### src/sv/sitbd_pkg.sv
// shared types, constants and the digit-to-ascii function
`timescale 1ns / 1ps

package sitbd_pkg;

  localparam int NUM_W             = 64;
  localparam int RADIX_W           = 6;
  localparam int DIGIT_W           = 6;
  localparam int CHAR_W            = 7;
  localparam int STEP_W            = $clog2(NUM_W);
  localparam int DIGIT_STORE_DEPTH = 64;

  localparam logic [RADIX_W-1:0] RADIX_MIN = RADIX_W'(2);
  localparam logic [RADIX_W-1:0] RADIX_MAX = RADIX_W'(36);

  localparam logic [CHAR_W-1:0]  CHAR_ZERO    = CHAR_W'(48);
  localparam logic [CHAR_W-1:0]  CHAR_UPPER_A = CHAR_W'(65);
  localparam logic [CHAR_W-1:0]  CHAR_LOWER_A = CHAR_W'(97);
  localparam logic [CHAR_W-1:0]  CHAR_MINUS   = CHAR_W'(45);
  localparam logic [DIGIT_W-1:0] DIGIT_TEN    = DIGIT_W'(10);

  localparam logic [NUM_W-1:0] MAG_MAX = {1'b0, {(NUM_W-1){1'b1}}};

  typedef struct packed {
    logic signed [NUM_W-1:0] number;
    logic [RADIX_W-1:0]      radix;
    logic                    upper_case;
  } in_item_t;

  typedef struct packed {
    logic [CHAR_W-1:0] character;
    logic              last;
  } out_item_t;

  // divider status toward the sequencer
  typedef struct packed {
    logic               done;
    logic [DIGIT_W-1:0] rem;
  } div_stat_t;

  function automatic logic [CHAR_W-1:0] digit_char(input logic [DIGIT_W-1:0] d,
                                                   input logic upper);
    logic [CHAR_W-1:0] base_ch;
    base_ch = upper ? CHAR_UPPER_A : CHAR_LOWER_A;
    if (d < DIGIT_TEN) begin
      return CHAR_ZERO + CHAR_W'(d);
    end
    return base_ch + CHAR_W'(d - DIGIT_TEN);
  endfunction

endpackage

### src/sv/signed_integer_to_base_digits.sv
// Each digit takes one pass of the single divider (one quotient bit per cycle),
// and each emitted character is held in S_OUT until out_stall is low.
// Throughput: one number at a time; in_stall stays high from acceptance until
// the last character transaction.
// Reset: synchronous active-low rst_n returns the sequencer to idle and drops
// out_valid; the digit store needs no clearing since every digit is written first.
`timescale 1ns / 1ps

module signed_integer_to_base_digits #(
  parameter int DIGIT_STORE_DEPTH = sitbd_pkg::DIGIT_STORE_DEPTH
) (
  input  logic                  clk,
  input  logic                  rst_n,
  input  logic                  in_valid,
  output logic                  in_stall,
  input  sitbd_pkg::in_item_t   in_data,
  output logic                  out_valid,
  input  logic                  out_stall,
  output sitbd_pkg::out_item_t  out_data
);

  localparam int AW = (DIGIT_STORE_DEPTH > 1) ? $clog2(DIGIT_STORE_DEPTH) : 1;
  localparam int CW = $clog2(DIGIT_STORE_DEPTH + 1);
  localparam int NW = sitbd_pkg::NUM_W;
  localparam int RW = sitbd_pkg::RADIX_W;
  localparam int DW = sitbd_pkg::DIGIT_W;
  localparam int XW = sitbd_pkg::CHAR_W;

  localparam logic [2:0] S_IDLE = 3'd0;
  localparam logic [2:0] S_DIV  = 3'd1;
  localparam logic [2:0] S_RD   = 3'd2;
  localparam logic [2:0] S_LD   = 3'd3;
  localparam logic [2:0] S_OUT  = 3'd4;

  logic [2:0]    state_r, state_nxt;
  logic [CW-1:0] cnt_r, cnt_nxt;
  logic [AW-1:0] idx_r, idx_nxt;
  logic          neg_r, neg_nxt;
  logic          upper_r, upper_nxt;
  logic [RW-1:0] radix_r, radix_nxt;
  logic          out_valid_r, out_valid_nxt;
  logic [XW-1:0] out_char_r, out_char_nxt;
  logic          out_last_r, out_last_nxt;

  logic          accept;
  logic          div_start;
  logic [NW-1:0] div_dividend;
  logic [RW-1:0] div_divisor;
  logic [NW-1:0] div_quo;
  sitbd_pkg::div_stat_t div_stat;

  logic          ram_we;
  logic [DW-1:0] ram_rdata;
  logic [NW-1:0] in_mag;
  logic [RW-1:0] in_radix;
  logic          room;
  logic [CW-1:0] cnt_inc;

  assign accept = in_valid && !in_stall;
  assign room   = cnt_r < CW'(DIGIT_STORE_DEPTH);
  assign cnt_inc = room ? cnt_r + 1'b1 : cnt_r;

  // input conditioning: clamp radix, magnitude with saturation of the most negative value
  always_comb begin
    in_radix = in_data.radix;
    if (in_data.radix < sitbd_pkg::RADIX_MIN) begin
      in_radix = sitbd_pkg::RADIX_MIN;
    end else if (in_data.radix > sitbd_pkg::RADIX_MAX) begin
      in_radix = sitbd_pkg::RADIX_MAX;
    end
    in_mag = in_data.number[NW-1] ? (~in_data.number + 1'b1) : in_data.number;
    if (in_mag > sitbd_pkg::MAG_MAX) begin
      in_mag = sitbd_pkg::MAG_MAX;
    end
  end

  // sequencer
  always_comb begin
    state_nxt     = state_r;
    cnt_nxt       = cnt_r;
    idx_nxt       = idx_r;
    neg_nxt       = neg_r;
    upper_nxt     = upper_r;
    radix_nxt     = radix_r;
    out_valid_nxt = out_valid_r;
    out_char_nxt  = out_char_r;
    out_last_nxt  = out_last_r;
    div_start     = 1'b0;
    div_dividend  = div_quo;
    div_divisor   = radix_r;
    ram_we        = 1'b0;
    case (state_r)
      S_IDLE: begin
        if (accept) begin
          neg_nxt      = in_data.number[NW-1];
          upper_nxt    = in_data.upper_case;
          radix_nxt    = in_radix;
          cnt_nxt      = '0;
          div_start    = 1'b1;
          div_dividend = in_mag;
          div_divisor  = in_radix;
          state_nxt    = S_DIV;
        end
      end
      S_DIV: begin
        if (div_stat.done) begin
          ram_we  = room;
          cnt_nxt = cnt_inc;
          if (div_quo != '0) begin
            div_start = 1'b1;
          end else begin
            idx_nxt = AW'(cnt_inc - 1'b1);
            if (neg_r) begin
              out_valid_nxt = 1'b1;
              out_char_nxt  = sitbd_pkg::CHAR_MINUS;
              out_last_nxt  = 1'b0;
              state_nxt     = S_OUT;
            end else begin
              state_nxt = S_RD;
            end
          end
        end
      end
      S_RD: begin
        state_nxt = S_LD;
      end
      S_LD: begin
        out_valid_nxt = 1'b1;
        out_char_nxt  = sitbd_pkg::digit_char(ram_rdata, upper_r);
        out_last_nxt  = (idx_r == '0);
        if (idx_r != '0) begin
          idx_nxt = idx_r - 1'b1;
        end
        state_nxt = S_OUT;
      end
      S_OUT: begin
        if (!out_stall) begin
          out_valid_nxt = 1'b0;
          state_nxt     = out_last_r ? S_IDLE : S_RD;
        end
      end
      default: begin
        state_nxt     = S_IDLE;
        out_valid_nxt = 1'b0;
      end
    endcase
  end

  // control registers
  always_ff @(posedge clk) begin
    if (!rst_n) begin
      state_r     <= S_IDLE;
      out_valid_r <= 1'b0;
      cnt_r       <= '0;
      neg_r       <= 1'b0;
    end else begin
      state_r     <= state_nxt;
      out_valid_r <= out_valid_nxt;
      cnt_r       <= cnt_nxt;
      neg_r       <= neg_nxt;
    end
  end

  // payload registers
  always_ff @(posedge clk) begin
    idx_r      <= idx_nxt;
    upper_r    <= upper_nxt;
    radix_r    <= radix_nxt;
    out_char_r <= out_char_nxt;
    out_last_r <= out_last_nxt;
  end

  sitbd_div u_div (
    .clk      (clk),
    .rst_n    (rst_n),
    .start    (div_start),
    .dividend (div_dividend),
    .divisor  (div_divisor),
    .quotient (div_quo),
    .stat     (div_stat)
  );

  sitbd_ram #(
    .WIDTH (DW),
    .DEPTH (DIGIT_STORE_DEPTH)
  ) u_digit_store (
    .clk   (clk),
    .we    (ram_we),
    .waddr (cnt_r[AW-1:0]),
    .wdata (div_stat.rem),
    .raddr (idx_r),
    .rdata (ram_rdata)
  );

  assign in_stall           = (state_r != S_IDLE);
  assign out_valid          = out_valid_r;
  assign out_data.character = out_char_r;
  assign out_data.last      = out_last_r;

endmodule

### src/sv/sitbd_ram.sv
// generic single-write, single-read ram with registered read data
`timescale 1ns / 1ps

module sitbd_ram #(
  parameter int WIDTH = 6,
  parameter int DEPTH = 64
) (
  input  logic                     clk,
  input  logic                     we,
  input  logic [$clog2(DEPTH)-1:0] waddr,
  input  logic [WIDTH-1:0]         wdata,
  input  logic [$clog2(DEPTH)-1:0] raddr,
  output logic [WIDTH-1:0]         rdata
);

  logic [WIDTH-1:0] mem_r [DEPTH];
  logic [WIDTH-1:0] rdata_r;

  // write port
  always_ff @(posedge clk) begin
    if (we) begin
      mem_r[waddr] <= wdata;
    end
  end

  // registered read port
  always_ff @(posedge clk) begin
    rdata_r <= mem_r[raddr];
  end

  assign rdata = rdata_r;

endmodule

### src/sv/sitbd_div.sv
// bit-serial restoring divider: 64-bit dividend by a small radix
`timescale 1ns / 1ps

module sitbd_div (
  input  logic                              clk,
  input  logic                              rst_n,
  input  logic                              start,
  input  logic [sitbd_pkg::NUM_W-1:0]       dividend,
  input  logic [sitbd_pkg::RADIX_W-1:0]     divisor,
  output logic [sitbd_pkg::NUM_W-1:0]       quotient,
  output sitbd_pkg::div_stat_t              stat
);

  localparam int NW = sitbd_pkg::NUM_W;
  localparam int DW = sitbd_pkg::DIGIT_W;
  localparam int SW = sitbd_pkg::STEP_W;

  logic [NW-1:0]              quo_r, quo_nxt;
  logic [DW-1:0]              rem_r, rem_nxt;
  logic [sitbd_pkg::RADIX_W-1:0] dvs_r;
  logic [SW-1:0]              step_r;
  logic                       busy_r, done_r;
  logic [DW:0]                trial;
  logic                       fits;

  // one quotient bit per cycle
  always_comb begin
    trial   = {rem_r, quo_r[NW-1]};
    fits    = trial >= {1'b0, dvs_r};
    rem_nxt = fits ? DW'(trial - {1'b0, dvs_r}) : DW'(trial);
    quo_nxt = {quo_r[NW-2:0], fits};
  end

  // control
  always_ff @(posedge clk) begin
    if (!rst_n) begin
      busy_r <= 1'b0;
      done_r <= 1'b0;
      step_r <= '0;
    end else begin
      done_r <= busy_r && (step_r == '0);
      if (start) begin
        busy_r <= 1'b1;
        step_r <= SW'(NW - 1);
      end else if (busy_r) begin
        step_r <= step_r - 1'b1;
        if (step_r == '0) begin
          busy_r <= 1'b0;
        end
      end
    end
  end

  // datapath
  always_ff @(posedge clk) begin
    if (start) begin
      quo_r <= dividend;
      rem_r <= '0;
      dvs_r <= divisor;
    end else if (busy_r) begin
      quo_r <= quo_nxt;
      rem_r <= rem_nxt;
    end
  end

  assign quotient  = quo_r;
  assign stat.done = done_r;
  assign stat.rem  = rem_r;

endmodule

### config.mk
export PLATFORM = sky130hd
export DESIGN_NAME = signed_integer_to_base_digits
export DESIGN_NICKNAME = d
export VERILOG_FILES = /design/src/sv/sitbd_pkg.sv /design/src/sv/signed_integer_to_base_digits.sv /design/src/sv/sitbd_ram.sv /design/src/sv/sitbd_div.sv
export SDC_FILE = /design/constraint.sdc
export NUM_CORES = 1
export LEC_CHECK = 0
export CORE_UTILIZATION = 60
export CTS_BUF_LIST = sky130_fd_sc_hd__clkbuf_4 sky130_fd_sc_hd__clkbuf_8
export DETAILED_ROUTE_END_ITERATION = 7
export DONT_BUFFER_PORTS = 1
export PLACE_DENSITY_LB_ADDON = 0.15
export SLEW_MARGIN = 20
export SYNTH_ARGS = -nofsm -noshare
export SYNTH_HDL_FRONTEND = slang
export SYNTH_HIERARCHICAL = 1
export SYNTH_SLANG_ARGS = --single-unit
### constraint.sdc
create_clock -name clk -period 8.29 [get_ports clk]
set_input_delay 1.658 -clock clk [delete_from_list [all_inputs] [get_ports clk]]
set_output_delay 1.658 -clock clk [all_outputs]
set_load 0.1 [all_outputs]
Word-level counts from Yosys, hierarchy flattened
Memories as Yosys holds them, arrays and structs flattened. A register that Yosys moved wholly into a read port is not among the register bits.
Index checks and enable logic that the tools add are counted.
{ "op_classes": {"muxes": 57, "add_sub_neg": 9, "magnitude_cmp": 6, "n_eq_ne": 12, "reduce_logical": 20, "n_bitwise": 2} }
{ "op_table": {"columns": ["operator", "n"], "rows": [
  ["64-bit two-way mux", 6],
  ["6-bit two-way mux", 11],
  ["64-bit by 1-bit adder with 64-bit output (second input constant)", 1],
  ["64-bit by 63-bit > comparator with 1-bit output (second input constant)", 1],
  ["64-bit NOT", 1],
  ["64-bit nonzero test", 1],
  ["7-bit two-way mux", 8],
  ["7-bit one-hot mux with 2 select lines", 2],
  ["1-bit two-way mux", 19],
  ["6-bit by 1-bit subtractor with 6-bit output (second input constant)", 3],
  ["3-bit two-way mux", 5],
  ["3-bit one-hot mux with 5 select lines", 1],
  ["6-bit zero test", 2],
  ["2-bit != test (second input constant)", 6],
  ["6-bit one-hot mux with 2 select lines", 1],
  ["4-bit AND reduction", 3],
  ["6-bit by 6-bit adder with 7-bit output (first input constant)", 1],
  ["7-bit by 1-bit adder with 7-bit output (second input constant)", 1],
  ["7-bit adder", 1],
  ["7-bit by 6-bit >= comparator with 1-bit output", 1],
  ["7-bit less-than comparator (second input constant)", 1],
  ["6-bit by 4-bit subtractor with 7-bit output (second input constant)", 1],
  ["3-bit by 2-bit equality test with 1-bit output (second input constant)", 2],
  ["6-bit > comparator (second input constant)", 1],
  ["20 further kinds", 26]
]} }
{ "totals": {"in_bits": 75, "mem_bits_rw": 384, "register_bits": 117, "out_inout_bits": 10, "mem_count": 1, "elab_cells": 122} }
{ "mem_list": {"columns": ["name", "depth", "word_bits", "read_ports", "rd_ports_with_merged_regs", "wr", "line", "source"], "rows": [
  ["u_digit_store.mem_r", 64, 6, 1, 1, 1, "sitbd_ram.sv:16", "logic [WIDTH-1:0] mem_r [DEPTH];"]
]} }

Depth between registers and ports, before layout
{ "depth": {"word_depth": 8, "mapped_depth": 10, "ltp_nobuf": 9} }

Hierarchy
The synthesis kept the hierarchy.
{ "modules_own_cells": {"columns": ["mod", "area_per_inst_um2", "n_inst", "seq_area_each_um2", "cells_each"], "rows": [
  ["sitbd_ram", 15225.9, 1, 11651.2, 720],
  ["signed_integer_to_base_digits", 4067.7, 1, 810.8, 567],
  ["sitbd_div", 3816.2, 1, 2382.3, 257]
]} }

Worst setup path after synthesis
No wires, ideal clock.
{ "synth_path": {"path_kind": "input to register", "startpoint": "in in_data[41] in the netlist's numbering", "endpoint": "reg u_div.quo_r[62], in the netlist u_div/quotient[62], data pin", "path_stages": 7, "t_arrival_ns": 3.864, "setup_slack_ns": 4.166, "path_buffers": 0, "required_time_ns": 8.030, "cell_sequence": "or4_4 or3_4 or4_4 o41ai_2 xor2_1 a21oi_1 mux2_2"} }
{ "synth_via": {"elab_chain_len": 8} }
{ "synth_rtl": {"columns": ["item", "line", "source"], "rows": [
  ["start, declared", "signed_integer_to_base_digits.sv:16", "input sitbd_pkg::in_item_t in_data,"],
  ["64-bit NOT", "signed_integer_to_base_digits.sv:71", "in_mag = in_data.number[NW-1] ? (~in_data.number + 1'b1) : in_data.number;"],
  ["64-bit by 1-bit adder with 64-bit output", "signed_integer_to_base_digits.sv:71", null],
  ["64-bit two-way mux (*)", "signed_integer_to_base_digits.sv:71", null],
  ["64-bit by 63-bit > comparator with 1-bit output", "signed_integer_to_base_digits.sv:72", "if (in_mag > sitbd_pkg::MAG_MAX) begin"],
  ["64-bit two-way mux (*)", "signed_integer_to_base_digits.sv:72", null],
  ["64-bit two-way mux (*)", "signed_integer_to_base_digits.sv:94", "if (accept) begin"],
  ["64-bit two-way mux (*)", "signed_integer_to_base_digits.sv:92", "case (state_r)"],
  ["via div_dividend[62]", "signed_integer_to_base_digits.sv:47", "logic [NW-1:0] div_dividend;"],
  ["64-bit two-way mux (*)", "sitbd_div.sv:56", "if (start) begin"],
  ["end signal, assigned", "sitbd_div.sv:57", "quo_r <= dividend;"],
  ["end signal, assigned", "sitbd_div.sv:61", "quo_r <= quo_nxt;"],
  ["end, declared", "sitbd_div.sv:18", "logic [NW-1:0] quo_r, quo_nxt;"]
]} }
Mark *: on every way through the listed nets, which the timed path passes. The rest lies on a longest branch. The select of a mux whose other input is x is not followed.
A chain may end at the register's enable or synchronous reset.

Final worst setup path
{ "layout_path": {"startpoint": "in in_data[17] in the netlist's numbering", "endpoint": "reg u_div.quo_r[48], in the netlist u_div/quotient[48], data pin"} }
The elaborated chain is that of the path after synthesis.

==> reports/metrics.csv <==
metric,value,unit
status,finished clean,
avgViaCountPerCell,6.25,
swShare,0.283,
dieWidth,198,microns
hold_viol,0,
path_buf_inv,1,
rrSetupSlack,4.88,ns
dieArea,39300,sq um
internal-power,4.91,mW
fin_nets,1659,
power_leakage,8.18,nW
rsz0062_at_grt,no,
end_kind,flop,
setup_viol,0,
power_frac_seq,0.508,
cp_max_fo,62,
grt_max_degree,102,
worstHoldPathCells,2,
hold_class,flop to flop,
cp_data_required_time,8.78,ns
yosysMostFrequentCell,edfxtp_1,
cts_max_level,3,
root_buffer,clkbuf_8,
die_h,198,microns
async_reset_ff_frac,0,
slew_viol_final,0,
syn_area,23100,sq um
path_clk_slew,0.06,ns
synth-xor-area-share,0.0307,
cts_sinks,507,
tightest_slew,1.08,ns
cp-start-kind,primary input,
postCtsHoldBufs,0,
synth_area_leader_cell,edfxtp_1,
overflow,0,
syn_inst,1544,
route.detailed.drc,0,
place_hpwl,31000,microns
drt-wirelength-per-cell,23.3,microns
synth_top_family_by_area,multiplexers,
fin_util,0.664,
muxShareOfSynthArea,0.138,
max_stage_delay,0.62,ns
avgSynthCellArea,15.0,sq um
ys_warn_count,6,
max_freq,251,MHz
n_antenna_cell,0,
io_pins,85,
initial_core_util,0.612,
wl,49700,microns
yosys.area_share.simple,0.0857,
clock_skew,0.0329,ns
holdCritStartpoint,radix_r[5],
clkPwrFrac,0.305,
yosys-top-cells-count,"edfxtp_1 (469), nor2_1 (169), a21oi_1 (87), mux4_2 (87), mux2_2 (74)",
r2r-start,u_div/quotient[57],
drive_above_1_share,0.210,
whs_endpoint,radix_r[5],
fin_crit_sh,0.480,
ir_drop,0.172,mV
worstPathArrival,4.48,ns
p_sw,1.94,mW
max_slew_margin,0.276,
route.vias.total,13300,
setup_ws,4.31,ns
cts_made_buffers,81,
io_buffers,0,
rr_worst_depth,7,
synthesis.nets,1641,
post_cts_buffers,0,
r2r-end,u_div/quotient[60],
core_region_area,37800,sq um
crit_path_top_delay_cell,or4_1,
cap_violations,0,
synth_edf_count,469,
yosysSeqAreaShare,0.642,
ys.flop_type,edfxtp_1,
grt_pass1_vias,13300,
area_growth,8.54,%
drtIter0Drc,1260,
comb_power_share,0.187,
yosysUniqueCellTypes,76,
power.total,6.85,mW
antenna_left,0,
clock_latency,0.64,ns
synth_compound_area_frac,0.0665,
critPathKind,primary input to flop,
dr.pass1.iters,5,
grt_pass1_wl,76700,microns
cts_buffer_depth,3,
globalplace.congestion,0.870,
synth_fa_ha_area_frac,0.0130,
fin_crit,3.98,ns
critical_path.top_delay_family,simple AND/OR/NAND/NOR gates,
synthTopCellsByArea,"edfxtp_1 (61%), mux4_2 (8.5%), mux2_2 (3.6%)",
power.density,273,nW/um^2
yosys.area.top_type_share,0.609,
cts_resized,0,
fin_setup_tns,0,ns
dp_slack,3.69,ns
ys_seq_elements,507,
antenna_found_initial,1,
gr-usage-all-layers,0.262,
row_count,71,
cts_tree,yes,
crit_chain,or4_1 > nor4_2 > nand4_2 > nor2_1 > a31oi_4 > buf_4 > a21oi_1 > mux2_2,
==> cell type report <==
| cell class | count | area [sq um] |
|---|---|---|
| sequential | 507 | 14900 |
| multi-input combinational | 929 | 7760 |
| fill | 2639 | 12700 |
| clock inverter | 37 | 234 |
| timing repair buffer | 17 | 140 |
| clock buffer | 107 | 1350 |
| inverter | 26 | 97.6 |
| tap | 511 | 639 |
==> power by group through the flow <==
stage	Sequential [mW]	Combinational, mW	Clock (mW)
global placement	3.53	1.23	0
CTS	3.49	1.28	2.13
finish	3.48	1.28	2.09
floorplan	3.55	0.880	0
global route	3.52	1.41	2.24
detailed placement	3.54	1.28	0
==> worst max path at each step <==
stage / from / endpoint / cells after the start
after global routing: in_data[9] / u_div/quotient[46] / 8
final: in_data[17] / u_div/quotient[48] / 8
after detailed placement: in_data[17] / u_div/quotient[48] / 8
after global placement: in_data[17] / u_div/quotient[59] / 7
after floorplan: in_data[41] / u_div/quotient[62] / 7
after CTS: in_data[17] / u_div/quotient[51] / 7
==> cells by family (layout without fill, tap and decap cells) <==
group,Yosys count,after routing
simple gates,396,396
xor+xnor,81,81
fa+ha+maj,23,23
mux,192,192
flops,507,507
buf+inv,108,187
compound gates,237,237
==> per-stage QoR <==
stage	hold WS [ns]	cells	cell area, sq um
floorplan	0.414	1544	23100
global placement	0.439	1990	23500
detailed placement	0.446	1990	23500
CTS	0.457	2134	25100
global route	0.477	2134	25100
finish	0.452	2134	25100
==> cell usage in the layout (no fill, tap or decap), types with 9 or more instances in the layout <==
cell type	count
nand3_1	21
clkbuf_4	19
clkbuf_8	88
buf_4	16
nor3_1	17
xor2_1	68
inv_1	25
o21ai_0	30
clkinv_1	14
o22ai_1	14
nand2_1	59
xnor2_1	13
mux2i_1	25
nand4_1	9
nor2_1	169
mux4_2	87
ha_1	20
or4_1	11
or3_1	12
dfxtp_1	32
a21oi_1	87
o221ai_1	9
mux2_2	74
nor2b_1	19
edfxtp_1	469
nor4_1	21
nor3b_1	10
o41ai_1	14
o21a_1	10
o31ai_1	16
a211oi_1	10
clkinv_2	15
nand2b_1	10
==> flip-flops by register name, summed over array words and instances (netlist names) <==
name,count
out_valid,1
u_div/busy_r,1
out_last_r,1
upper_r,1
u_div/quotient,64
u_digit_store/rdata,6
u_div/rem_r,6
state_r,3
u_div/dvs_r,6
u_div/step_r,6
idx_r,6
u_div/done_r,1
radix_r,6
u_digit_store/mem_r,384
neg_r,1
out_char_r,7
cnt_r,7
==> per-layer routing <==
| metal | up-vias | track usage | wire length (microns) |
|---|---|---|---|
| met5 | - | 0 | 13 |
| met4 | 2 | 0.101 | 1330 |
| met3 | 89 | 0.0552 | 3380 |
| met2 | 501 | 0.415 | 23900 |
| met1 | 6654 | 0.356 | 21100 |
| li1 | 6091 | - | - |
==> tightest hold or removal path: cells and delay by family (launching register included) <==
family        cells  cell delay (ns)
flops             1             0.30
simple gates      2             0.11
No activity file was read; power rests on OpenSTA's default activity.
